File: src/hw/rtl/slot_free_list_allocator_macros.svh
// Assertion macros shared by the slot allocator modules.
`ifndef SLOT_FREE_LIST_ALLOCATOR_MACROS_SVH
`define SLOT_FREE_LIST_ALLOCATOR_MACROS_SVH
`ifndef NO_ASSERTIONS
// Checks that the consequent holds in the same cycle as the antecedent.
`define SFLA_ASSERT_SAME(label, ante, cons, msg) \
    label: assert property (@(posedge clk) disable iff (!rst_n) (ante) |-> (cons)) \
        else $error(msg);
// Checks that the consequent holds in the cycle after the antecedent.
`define SFLA_ASSERT_NEXT(label, ante, cons, msg) \
    label: assert property (@(posedge clk) disable iff (!rst_n) (ante) |=> (cons)) \
        else $error(msg);
`else
`define SFLA_ASSERT_SAME(label, ante, cons, msg)
`define SFLA_ASSERT_NEXT(label, ante, cons, msg)
`endif
`endif

File: src/hw/rtl/sfla_pkg.sv
// Types and constants shared by the slot allocator modules.
package sfla_pkg;

    // Default number of slots the pool is built for.
    localparam int SLOTS_DEFAULT = 256;

    // Field widths.
    localparam int CMD_W    = 2;
    localparam int INDEX_W  = 8;
    localparam int COUNT_W  = 9;
    localparam int BYTES_W  = 17;
    localparam int OFFSET_W = 24;
    localparam int STATUS_W = 2;

    // Register reset values.
    localparam logic [COUNT_W-1:0] COUNT_RESET = 9'd256;
    localparam logic [BYTES_W-1:0] BYTES_RESET = 17'd4096;
    localparam logic [BYTES_W-1:0] BYTES_MAX   = 17'd65536;

    // Register indexes on the configuration port.
    typedef enum logic
    {
        REG_SLOT_COUNT = 1'b0,
        REG_SLOT_BYTES = 1'b1
    } reg_index_t;

    // Commands carried with each input word.
    typedef enum logic [CMD_W-1:0]
    {
        CMD_ACQUIRE = 2'd0,
        CMD_RELEASE = 2'd1,
        CMD_GET     = 2'd2,
        CMD_NONE    = 2'd3
    } command_t;

    // Result status codes.
    typedef enum logic [STATUS_W-1:0]
    {
        ST_OK        = 2'd0,
        ST_EMPTY     = 2'd1,
        ST_FULL      = 2'd2,
        ST_BAD_INDEX = 2'd3
    } status_t;

    // Controller states.
    typedef enum logic
    {
        S_IDLE = 1'b0,
        S_EXEC = 1'b1
    } state_t;

    // Commands from the controller to the datapath.
    typedef struct packed
    {
        logic capture;  // latch the input word and start the stack read
        logic execute;  // update the stack and load the result register
    } ctrl_cmd_t;

endpackage

File: src/hw/rtl/slot_free_list_allocator.sv
// Top level of the slot allocator: free-list stack of slot indices.
//
//  Channel   Direction  Handshake          Contents
//  s_*       in         tvalid/tready      command, slot index
//  m_*       out        tvalid/tready      status, granted index, byte offset, free count
//  p*        in/out     psel/penable       slot_count (0x0), slot_bytes (0x4)
//
// A word is captured in idle, which also reads the stack top from the
// registered-read stack memory, and worked on in exec, which updates the
// stack and loads the result register. No new word is taken during exec.
// Reset loads the stack with no clearing pass; a low-water mark stands in
// for the reload values. A stalled result holds the block in idle until taken.
module slot_free_list_allocator #(
    parameter int SLOTS = sfla_pkg::SLOTS_DEFAULT
) (
    input  logic        clk,
    input  logic        rst_n,
    input  logic        s_tvalid,
    output logic        s_tready,
    input  logic [7:0]  s_tdata,   // slot_index[7:0]
    input  logic [1:0]  s_tuser,   // command[1:0]
    output logic        m_tvalid,
    input  logic        m_tready,
    output logic [47:0] m_tdata,   // granted_index[7:0], byte_offset[31:8],
                                   // free_left[40:32], zero fill[47:41]
    output logic [1:0]  m_tuser,   // status[1:0]
    input  logic        psel,
    input  logic        penable,
    input  logic        pwrite,
    input  logic [2:0]  paddr,
    input  logic [31:0] pwdata,
    output logic [31:0] prdata,
    output logic        pready
);

    import sfla_pkg::*;

    ctrl_cmd_t            cmd;
    logic [STATUS_W-1:0]  status;
    logic [INDEX_W-1:0]   granted_index;
    logic [OFFSET_W-1:0]  byte_offset;
    logic [COUNT_W-1:0]   free_left;

    assign pready = 1'b1;

    // Sequencing and handshakes.
    sfla_ctrl u_ctrl (
        .clk      (clk),
        .rst_n    (rst_n),
        .s_tvalid (s_tvalid),
        .s_tready (s_tready),
        .m_tvalid (m_tvalid),
        .m_tready (m_tready),
        .cmd      (cmd)
    );

    // Stack, configuration and results.
    sfla_dpath #(
        .SLOTS (SLOTS)
    ) u_dpath (
        .clk           (clk),
        .rst_n         (rst_n),
        .cmd           (cmd),
        .in_command    (s_tuser),
        .in_slot_index (s_tdata),
        .psel          (psel),
        .penable       (penable),
        .pwrite        (pwrite),
        .paddr_sel     (paddr[2]),
        .pwdata        (pwdata),
        .prdata        (prdata),
        .status        (status),
        .granted_index (granted_index),
        .byte_offset   (byte_offset),
        .free_left     (free_left)
    );

    // Pack the result word.
    assign m_tdata = {7'd0, free_left, byte_offset, granted_index};
    assign m_tuser = status;

endmodule

File: src/hw/rtl/sfla_ram.sv
// Generic single-port-write, single-port-read RAM with registered read data.
module sfla_ram #(
    parameter int WIDTH = 8,
    parameter int DEPTH = 256
) (
    input  logic                     clk,
    input  logic                     we,
    input  logic [$clog2(DEPTH)-1:0] waddr,
    input  logic [WIDTH-1:0]         wdata,
    input  logic                     re,
    input  logic [$clog2(DEPTH)-1:0] raddr,
    output logic [WIDTH-1:0]         rdata
);

    logic [WIDTH-1:0] mem [DEPTH];

    // Write port.
    always_ff @(posedge clk)
    begin
        if (we)
        begin
            mem[waddr] <= wdata;
        end
    end

    // Registered read port.
    always_ff @(posedge clk)
    begin
        if (re)
        begin
            rdata <= mem[raddr];
        end
    end

endmodule

File: src/hw/rtl/sfla_ctrl.sv
// Controller state machine of the slot allocator: handshakes and sequencing.
`include "slot_free_list_allocator_macros.svh"

module sfla_ctrl (
    input  logic                  clk,
    input  logic                  rst_n,
    input  logic                  s_tvalid,
    output logic                  s_tready,
    output logic                  m_tvalid,
    input  logic                  m_tready,
    output sfla_pkg::ctrl_cmd_t   cmd
);

    import sfla_pkg::*;

    state_t state_reg;
    state_t state_next;
    logic   out_valid_reg;
    logic   out_valid_next;
    logic   accept;

    // A new word is taken only when idle and the result register is free
    // or being emptied in this cycle.
    assign s_tready = (state_reg == S_IDLE) && (!out_valid_reg || m_tready);
    assign accept   = s_tvalid && s_tready;
    assign m_tvalid = out_valid_reg;

    // State and result-valid registers.
    always_ff @(posedge clk or negedge rst_n)
    begin
        if (!rst_n)
        begin
            state_reg     <= S_IDLE;
            out_valid_reg <= 1'b0;
        end
        else
        begin
            state_reg     <= state_next;
            out_valid_reg <= out_valid_next;
        end
    end

    // Next state and datapath commands.
    always_comb
    begin
        state_next     = state_reg;
        out_valid_next = out_valid_reg && !m_tready;
        cmd.capture    = 1'b0;
        cmd.execute    = 1'b0;
        case (state_reg)
            S_IDLE:
            begin
                if (accept)
                begin
                    cmd.capture = 1'b1;
                    state_next  = S_EXEC;
                end
            end
            S_EXEC:
            begin
                cmd.execute    = 1'b1;
                out_valid_next = 1'b1;
                state_next     = S_IDLE;
            end
            default:
            begin
                state_next = S_IDLE;
            end
        endcase
    end

    // Every accepted word is worked on in the following cycle.
    `SFLA_ASSERT_NEXT(a_accept_to_exec, accept, state_reg == S_EXEC, "accept did not start work")
    // The exec state is always followed by idle.
    `SFLA_ASSERT_NEXT(a_exec_one_cycle, state_reg == S_EXEC, state_reg == S_IDLE, "work overran")
    // The result register is empty whenever a result is loaded into it.
    `SFLA_ASSERT_SAME(a_exec_out_free, state_reg == S_EXEC, !out_valid_reg, "result overwritten")
    // A result is offered right after work finishes.
    `SFLA_ASSERT_NEXT(a_exec_to_valid, state_reg == S_EXEC, out_valid_reg, "result not offered")

endmodule

File: src/hw/rtl/sfla_dpath.sv
// Datapath of the slot allocator: registers, free stack and result register.
`include "slot_free_list_allocator_macros.svh"

module sfla_dpath #(
    parameter int SLOTS = sfla_pkg::SLOTS_DEFAULT
) (
    input  logic                           clk,
    input  logic                           rst_n,
    input  sfla_pkg::ctrl_cmd_t            cmd,
    input  logic [sfla_pkg::CMD_W-1:0]     in_command,
    input  logic [sfla_pkg::INDEX_W-1:0]   in_slot_index,
    input  logic                           psel,
    input  logic                           penable,
    input  logic                           pwrite,
    input  logic                           paddr_sel,
    input  logic [31:0]                    pwdata,
    output logic [31:0]                    prdata,
    output logic [sfla_pkg::STATUS_W-1:0]  status,
    output logic [sfla_pkg::INDEX_W-1:0]   granted_index,
    output logic [sfla_pkg::OFFSET_W-1:0]  byte_offset,
    output logic [sfla_pkg::COUNT_W-1:0]   free_left
);

    import sfla_pkg::*;

    // The stack never holds more entries than an 8-bit index can name.
    localparam int STACK_DEPTH = (SLOTS < 256) ? SLOTS : 256;
    localparam int ADDR_W      = $clog2(STACK_DEPTH);
    localparam logic [COUNT_W-1:0] CAP = COUNT_W'(STACK_DEPTH);

    logic [COUNT_W-1:0]  slot_count_reg;
    logic [BYTES_W-1:0]  slot_bytes_reg;
    logic [COUNT_W-1:0]  depth_reg;
    logic [COUNT_W-1:0]  depth_next;
    logic [COUNT_W-1:0]  low_reg;
    logic [COUNT_W-1:0]  low_next;
    logic [CMD_W-1:0]    command_reg;
    logic [INDEX_W-1:0]  index_reg;
    logic [STATUS_W-1:0] status_reg;
    logic [STATUS_W-1:0] status_next;
    logic [INDEX_W-1:0]  granted_reg;
    logic [INDEX_W-1:0]  granted_next;
    logic [OFFSET_W-1:0] offset_reg;
    logic [OFFSET_W-1:0] offset_next;
    logic [COUNT_W-1:0]  free_left_reg;

    logic                cfg_wr;
    logic                count_wr;
    logic                bytes_wr;
    logic [COUNT_W-1:0]  wr_count_eff;
    logic [COUNT_W-1:0]  count_eff;
    logic [BYTES_W-1:0]  bytes_eff;
    logic [OFFSET_W-1:0] product;
    logic                push_ok;
    logic [INDEX_W-1:0]  ram_rdata;
    logic [COUNT_W-1:0]  depth_minus_one;

    // Configuration writes; only bit 2 of the address selects the register.
    assign cfg_wr   = psel && penable && pwrite;
    assign count_wr = cfg_wr && (paddr_sel == REG_SLOT_COUNT);
    assign bytes_wr = cfg_wr && (paddr_sel == REG_SLOT_BYTES);

    // Register read-back.
    assign prdata = (paddr_sel == REG_SLOT_COUNT) ? {23'd0, slot_count_reg}
                                                  : {15'd0, slot_bytes_reg};

    // Clamp a raw slot count to the range the stack supports.
    function automatic logic [COUNT_W-1:0] clamp_count(input logic [COUNT_W-1:0] raw);
        logic [COUNT_W-1:0] c;
        c = raw;
        if (c == '0)
        begin
            c = 9'd1;
        end
        if (c > CAP)
        begin
            c = CAP;
        end
        return c;
    endfunction

    assign wr_count_eff = clamp_count(pwdata[COUNT_W-1:0]);
    assign count_eff    = clamp_count(slot_count_reg);

    // Clamp the slot size to 1..65536.
    always_comb
    begin
        bytes_eff = slot_bytes_reg;
        if (slot_bytes_reg == '0)
        begin
            bytes_eff = 17'd1;
        end
        else if (slot_bytes_reg > BYTES_MAX)
        begin
            bytes_eff = BYTES_MAX;
        end
    end

    // Configuration registers.
    always_ff @(posedge clk or negedge rst_n)
    begin
        if (!rst_n)
        begin
            slot_count_reg <= COUNT_RESET;
            slot_bytes_reg <= BYTES_RESET;
        end
        else
        begin
            if (count_wr)
            begin
                slot_count_reg <= pwdata[COUNT_W-1:0];
            end
            if (bytes_wr)
            begin
                slot_bytes_reg <= pwdata[BYTES_W-1:0];
            end
        end
    end

    // Input word capture.
    always_ff @(posedge clk)
    begin
        if (cmd.capture)
        begin
            command_reg <= in_command;
            index_reg   <= in_slot_index;
        end
    end

    // The free stack. Entries below the low-water mark still hold their
    // reload value (count - 1 - position) and are never read from memory.
    assign depth_minus_one = depth_reg - 9'd1;

    sfla_ram #(
        .WIDTH (INDEX_W),
        .DEPTH (STACK_DEPTH)
    ) u_stack (
        .clk   (clk),
        .we    (push_ok),
        .waddr (depth_reg[ADDR_W-1:0]),
        .wdata (index_reg),
        .re    (cmd.capture),
        .raddr (depth_minus_one[ADDR_W-1:0]),
        .rdata (ram_rdata)
    );

    // Slot size times index for the offset lookup; the largest product fits
    // the offset field.
    assign product = OFFSET_W'(index_reg) * OFFSET_W'(bytes_eff);

    // Command execution.
    always_comb
    begin
        depth_next   = depth_reg;
        low_next     = low_reg;
        status_next  = ST_OK;
        granted_next = '0;
        offset_next  = '0;
        push_ok      = 1'b0;
        case (command_reg)
            CMD_ACQUIRE:
            begin
                if (depth_reg == '0)
                begin
                    status_next = ST_EMPTY;
                end
                else
                begin
                    depth_next = depth_minus_one;
                    if (depth_reg == low_reg)
                    begin
                        granted_next = INDEX_W'(count_eff - depth_reg);
                        low_next     = depth_minus_one;
                    end
                    else
                    begin
                        granted_next = ram_rdata;
                    end
                end
            end
            CMD_RELEASE:
            begin
                if ({1'b0, index_reg} >= count_eff)
                begin
                    status_next = ST_BAD_INDEX;
                end
                else if (depth_reg >= count_eff)
                begin
                    status_next = ST_FULL;
                end
                else
                begin
                    push_ok    = cmd.execute;
                    depth_next = depth_reg + 9'd1;
                end
            end
            CMD_GET:
            begin
                if ({1'b0, index_reg} >= count_eff)
                begin
                    status_next = ST_BAD_INDEX;
                end
                else
                begin
                    offset_next = product;
                end
            end
            default:
            begin
                status_next = ST_OK;
            end
        endcase
    end

    // Stack pointer and low-water mark; a slot count write reloads both.
    always_ff @(posedge clk or negedge rst_n)
    begin
        if (!rst_n)
        begin
            depth_reg <= CAP;
            low_reg   <= CAP;
        end
        else if (count_wr)
        begin
            depth_reg <= wr_count_eff;
            low_reg   <= wr_count_eff;
        end
        else if (cmd.execute)
        begin
            depth_reg <= depth_next;
            low_reg   <= low_next;
        end
    end

    // Result register.
    always_ff @(posedge clk)
    begin
        if (cmd.execute)
        begin
            status_reg    <= status_next;
            granted_reg   <= granted_next;
            offset_reg    <= offset_next;
            free_left_reg <= depth_next;
        end
    end

    assign status        = status_reg;
    assign granted_index = granted_reg;
    assign byte_offset   = offset_reg;
    assign free_left     = free_left_reg;

    // The low-water mark never rises above the stack pointer.
    `SFLA_ASSERT_SAME(a_low_below_depth, 1'b1, low_reg <= depth_reg, "low mark above depth")
    // The stack never holds more entries than slots in use.
    `SFLA_ASSERT_SAME(a_depth_in_count, 1'b1, depth_reg <= count_eff, "stack overfilled")
    // A push grows the stack by exactly one entry.
    `SFLA_ASSERT_NEXT(a_push_grows, push_ok && !count_wr, depth_reg == $past(depth_reg) + 9'd1, "push lost")

endmodule
File: config.mk
export PLATFORM = sky130hd
export DESIGN_NAME = slot_free_list_allocator
export DESIGN_NICKNAME = d
export VERILOG_FILES = /design/src/hw/rtl/sfla_pkg.sv /design/src/hw/rtl/slot_free_list_allocator.sv /design/src/hw/rtl/sfla_ram.sv /design/src/hw/rtl/sfla_ctrl.sv /design/src/hw/rtl/sfla_dpath.sv
export VERILOG_INCLUDE_DIRS = /design/src /design/src/hw/rtl
export SDC_FILE = /design/constraint.sdc
export NUM_CORES = 2
export LEC_CHECK = 0
export ABC_AREA = 1
export BUFFER_PORTS_ARGS = -buffer_cell sky130_fd_sc_hd__buf_2
export CORE_ASPECT_RATIO = 2
export CORE_MARGIN = 1
export CORE_UTILIZATION = 25
export DETAILED_ROUTE_END_ITERATION = 8
export SLEW_MARGIN = 20
export SYNTH_ARGS = -nofsm -noshare
export SYNTH_HDL_FRONTEND = slang
export SYNTH_SLANG_ARGS = --single-unit
File: constraint.sdc
create_clock -name clk -period 7.7 [get_ports clk]
set_input_delay 0.385 -clock clk [delete_from_list [all_inputs] [get_ports clk]]
set_output_delay 0.385 -clock clk [all_outputs]
set_load 0.01 [all_outputs]
==> reports/metrics.csv <==
metric,value,unit
CTS tree,yes,
Slew @ Worst Pin,1330,ps
Syn Inst Count,8057,
P&R area growth vs syn,12.1,%
Synth top area share,68.1,%
Pins Over Slew Limit,0,
synthesis warning total,0,
DR vias,60925,
core box area,370000,um2
# rows,316,
Yosys cell types,53,
P_leak,35.8,nW
"CP delay by family, top",adder cells,
Mean Syn Cell Area,11.5,um2
"Core Util, Final",28.2,%
finished layout cell area,104000,um2
DRT Wirelength,275000,um
GPL Wtd Cong,0.922,
VDD IR-drop max,0.397,mV
max cap viols,0,
"Gates resized, CTS repair",0,
metal3 WL,13800,um
M1 wire length,92100,um
WP buf/inv,4,
worst hold slack,42.7,ps
status,"finished, final reports clean",
DR DRC count,0,
Clock Sinks,2155,
Initial Util,25.1,%
I/O Pins,137,
final setup TNS,0,ps
clock transition at the registers of the reported paths,70,ps
Setup crit start kind,register,
"Cell Area, Synth",92900,um2
Peak Freq,151,MHz
Overall Power,40.1,mW
CP max stage cell,nor4_1,
clock buffer depth,4,
later-pin clock latency in the skew report,870,ps
I/O Buffers,96,
HP Class,in2reg,
initial antenna violation count,3,
cells on worst reg2reg path,22,
crit-path cells,"nor4_1, nand4_1, nand2_1, buf_4, nand2_1, buf_4, nor2_1, fa_1, fa_1, fa_1, inv_1, fa_1, inv_1, ha_4, nand2_1, o21ai_0, a21oi_1, o21ai_1, a21o_1, nand2_1, nand2_1, nor2_1",
Largest register FFs,2048,
Via-to-Cell Ratio,4.67,
Hold EP,u_ctrl.state_reg$_DFF_PN0_,
vias in the first global route,58767,
critical path required time,8300,ps
WL/cell,21.1,um
overall routing resource usage,14.2,%
R2R Setup Slk,1090,ps
ys async rst share,2.13,%
largest net degree at the start of global routing,184,
Worst Setup End Kind,register,
Detail Placement HPWL,171000,um
final count of hold timing violations,0,
post-synth top area cell,edfxtp_1,
CP max stage delay,680,ps
Detailed Routing Iterations Pass 1,6,
DR iter-0 viols,5882,
Post-synth EDFFs,2109,
Post-DP Area,98500,um2
Final Setup Violations,0,
dominant synthesized flop cell,edfxtp_1,
fin crit share,85.8,%
cell mode on critical path,nand2_1,
RR Startpoint,u_dpath.slot_bytes_reg[4]$_DFFE_PN0P_,
RSZ-0062 raised after global routing,false,
top sig layer,met4,
first-pass GRT wire length,396000,um
Overflow after GRT,0,
crit path max fanout,16,
Setup Crit Path Kind,reg2reg,
synth top area cells,"edfxtp_1, nand3_1, nand2_1, nor2_1, o21ai_0",
Die H,864,um
Worst Clk Skew,79.9,ps
Hold Path Origin,s_tvalid,
RR Endpoint,u_dpath.byte_offset[20]$_SDFFCE_PP0P_,
Final Critical Period,6610,ps
CP arrival,7210,ps
sequential element share of the synthesized area,69.4,%
hold-critical path depth,4,
cts bufs inserted,172,
routed wl met2,144000,um
H-Tree Depth,4,
final net count,8181,
Post-DRT Antenna Nets,0,
#FFs+latches synth,2155,
Die X,433,um
share of cells above drive strength 1,7.02,%
Rel. slew slack,11.0,%
Die ar.,374000,um2
pwr dens,385,nW/um2
clk root buf,clkbuf_16,
cell usage in the layout, fill, tap and decap left out, types with 7 or more instances in the layout:
cell type,netlist,layout
inv_6,0,7
ha_1,71,65
nand3_1,1614,1613
clkbuf_1,179,30
bufinv_16,0,14
conb_1,2,23
diode_2,0,9
dfrtp_1,42,40
clkinv_1,15,47
inv_1,289,286
inv_2,13,13
nor3_1,10,7
nand2_1,1789,1784
xor2_1,19,17
clkinvlp_4,0,8
buf_2,270,96
nand4_1,11,11
clkbuf_16,0,175
fa_1,90,90
buf_4,35,96
edfxtp_1,2109,2109
o22ai_1,128,128
mux2_2,15,15
dlygate4sd3_1,0,29
clkinv_2,0,29
nand2_4,10,12
xnor2_1,7,7
a21oi_1,143,137
nor2_1,687,678
nor4_1,9,9
o21ai_0,395,392
nand2_2,7,9
nor2_2,8,17
buf_12,0,20
cells by family (layout without fill, tap and decap cells):
| logic type | count (synthesis) | count (layout) | synth area share, % |
|---|---|---|---|
| flip-flops | 2155 | 2155 | 69.4 |
| other | 2 | 32 | 0.00808 |
| buffers and inverters | 844 | 861 | 4.00 |
| multiplexers | 15 | 15 | 0.182 |
| AND/OR/NAND/NOR | 4160 | 4160 | 19.3 |
| adder cells (fa/ha/maj) | 161 | 161 | 2.89 |
| AO/OA/AOI/OAI | 692 | 692 | 3.97 |
| XOR/XNOR | 28 | 28 | 0.280 |
cell type report:
class                   instances  area (um2)
diodes                          9        22.5
clock buffers                 205        4490
clock inverters                96         861
fillers                     37962      266000
inverters                     318        1220
multi-input cells            5079       25000
flip-flops and latches       2155       64500
well taps                    4929        6170
repair buffers                242        1920
stage by stage:
stage,cells,setup WS [ps]
2_1_floorplan,8078,-18.7
6_report,13033,1090
5_1_grt,13025,1030
4_1_cts,13023,1280
3_5_place_dp,12693,1290
3_3_place_gp,12693,1200
worst max path at each step:
stage | from | to | slack (ps) | cells past startpoint
detailed placement | u_dpath.slot_bytes_reg[4]$_DFFE_PN0P_ | u_dpath.byte_offset[20]$_SDFFCE_PP0P_ | 1290 | 22
finish | u_dpath.slot_bytes_reg[4]$_DFFE_PN0P_ | u_dpath.byte_offset[20]$_SDFFCE_PP0P_ | 1090 | 22
CTS | u_dpath.slot_bytes_reg[4]$_DFFE_PN0P_ | u_dpath.byte_offset[20]$_SDFFCE_PP0P_ | 1280 | 22
global route | u_dpath.slot_bytes_reg[14]$_DFFE_PN0P_ | u_dpath.byte_offset[20]$_SDFFCE_PP0P_ | 1030 | 22
floorplan | u_dpath.index_reg[3]$_DFFE_PP_ | u_dpath.byte_offset[22]$_SDFFCE_PP0P_ | -20 | 16
global placement | u_dpath.slot_bytes_reg[4]$_DFFE_PN0P_ | u_dpath.byte_offset[20]$_SDFFCE_PP0P_ | 1200 | 22
worst reg2reg max path, delay by kind of cell (launching register included):
kind | cells | cell delay (ps)
adders and majority gates | 5 | 2230
and+or+nand+nor | 9 | 1790
AOI/OAI and AO/OA | 4 | 1290
buffers and inverters | 4 | 600
DFF | 1 | 470
cell usage after synthesis, types with 8 or more instances:
cell and n:
a21oi_1 143, nand2_1 1789, nor4_1 9, ha_1 71, o22ai_1 128, nand3_1 1614, nor2_1 687, edfxtp_1 2109
buf_4 35, buf_2 270, nor2_2 8, nor3_1 10, clkinv_1 15, inv_1 289, dfrtp_1 42, buf_1 33
inv_2 13, clkbuf_1 179, nand2_4 10, fa_1 90, mux2_2 15, nand4_1 11, o21ai_0 395, xor2_1 19
power by group:
| group | internal (mW) | switching, mW |
|---|---|---|
| clock network | 4.65 | 4.19 |
| logic | 4.69 | 13.3 |
| registers | 13.1 | 0.197 |
per-layer routing:
metal  vias up  track usage, %
li1      28074               -
met1     29902            14.3
met2      2233            26.0
met3       716            1.45
met4         0            12.0
met5         -               0
repair_timing:
action	in CTS	in global routing
hold endpoints to repair	90	0
hold buffers	29	0
endpoints found under the setup margin	0	0
setup buffers	0	0
No activity file was read; power rests on OpenSTA's default activity.
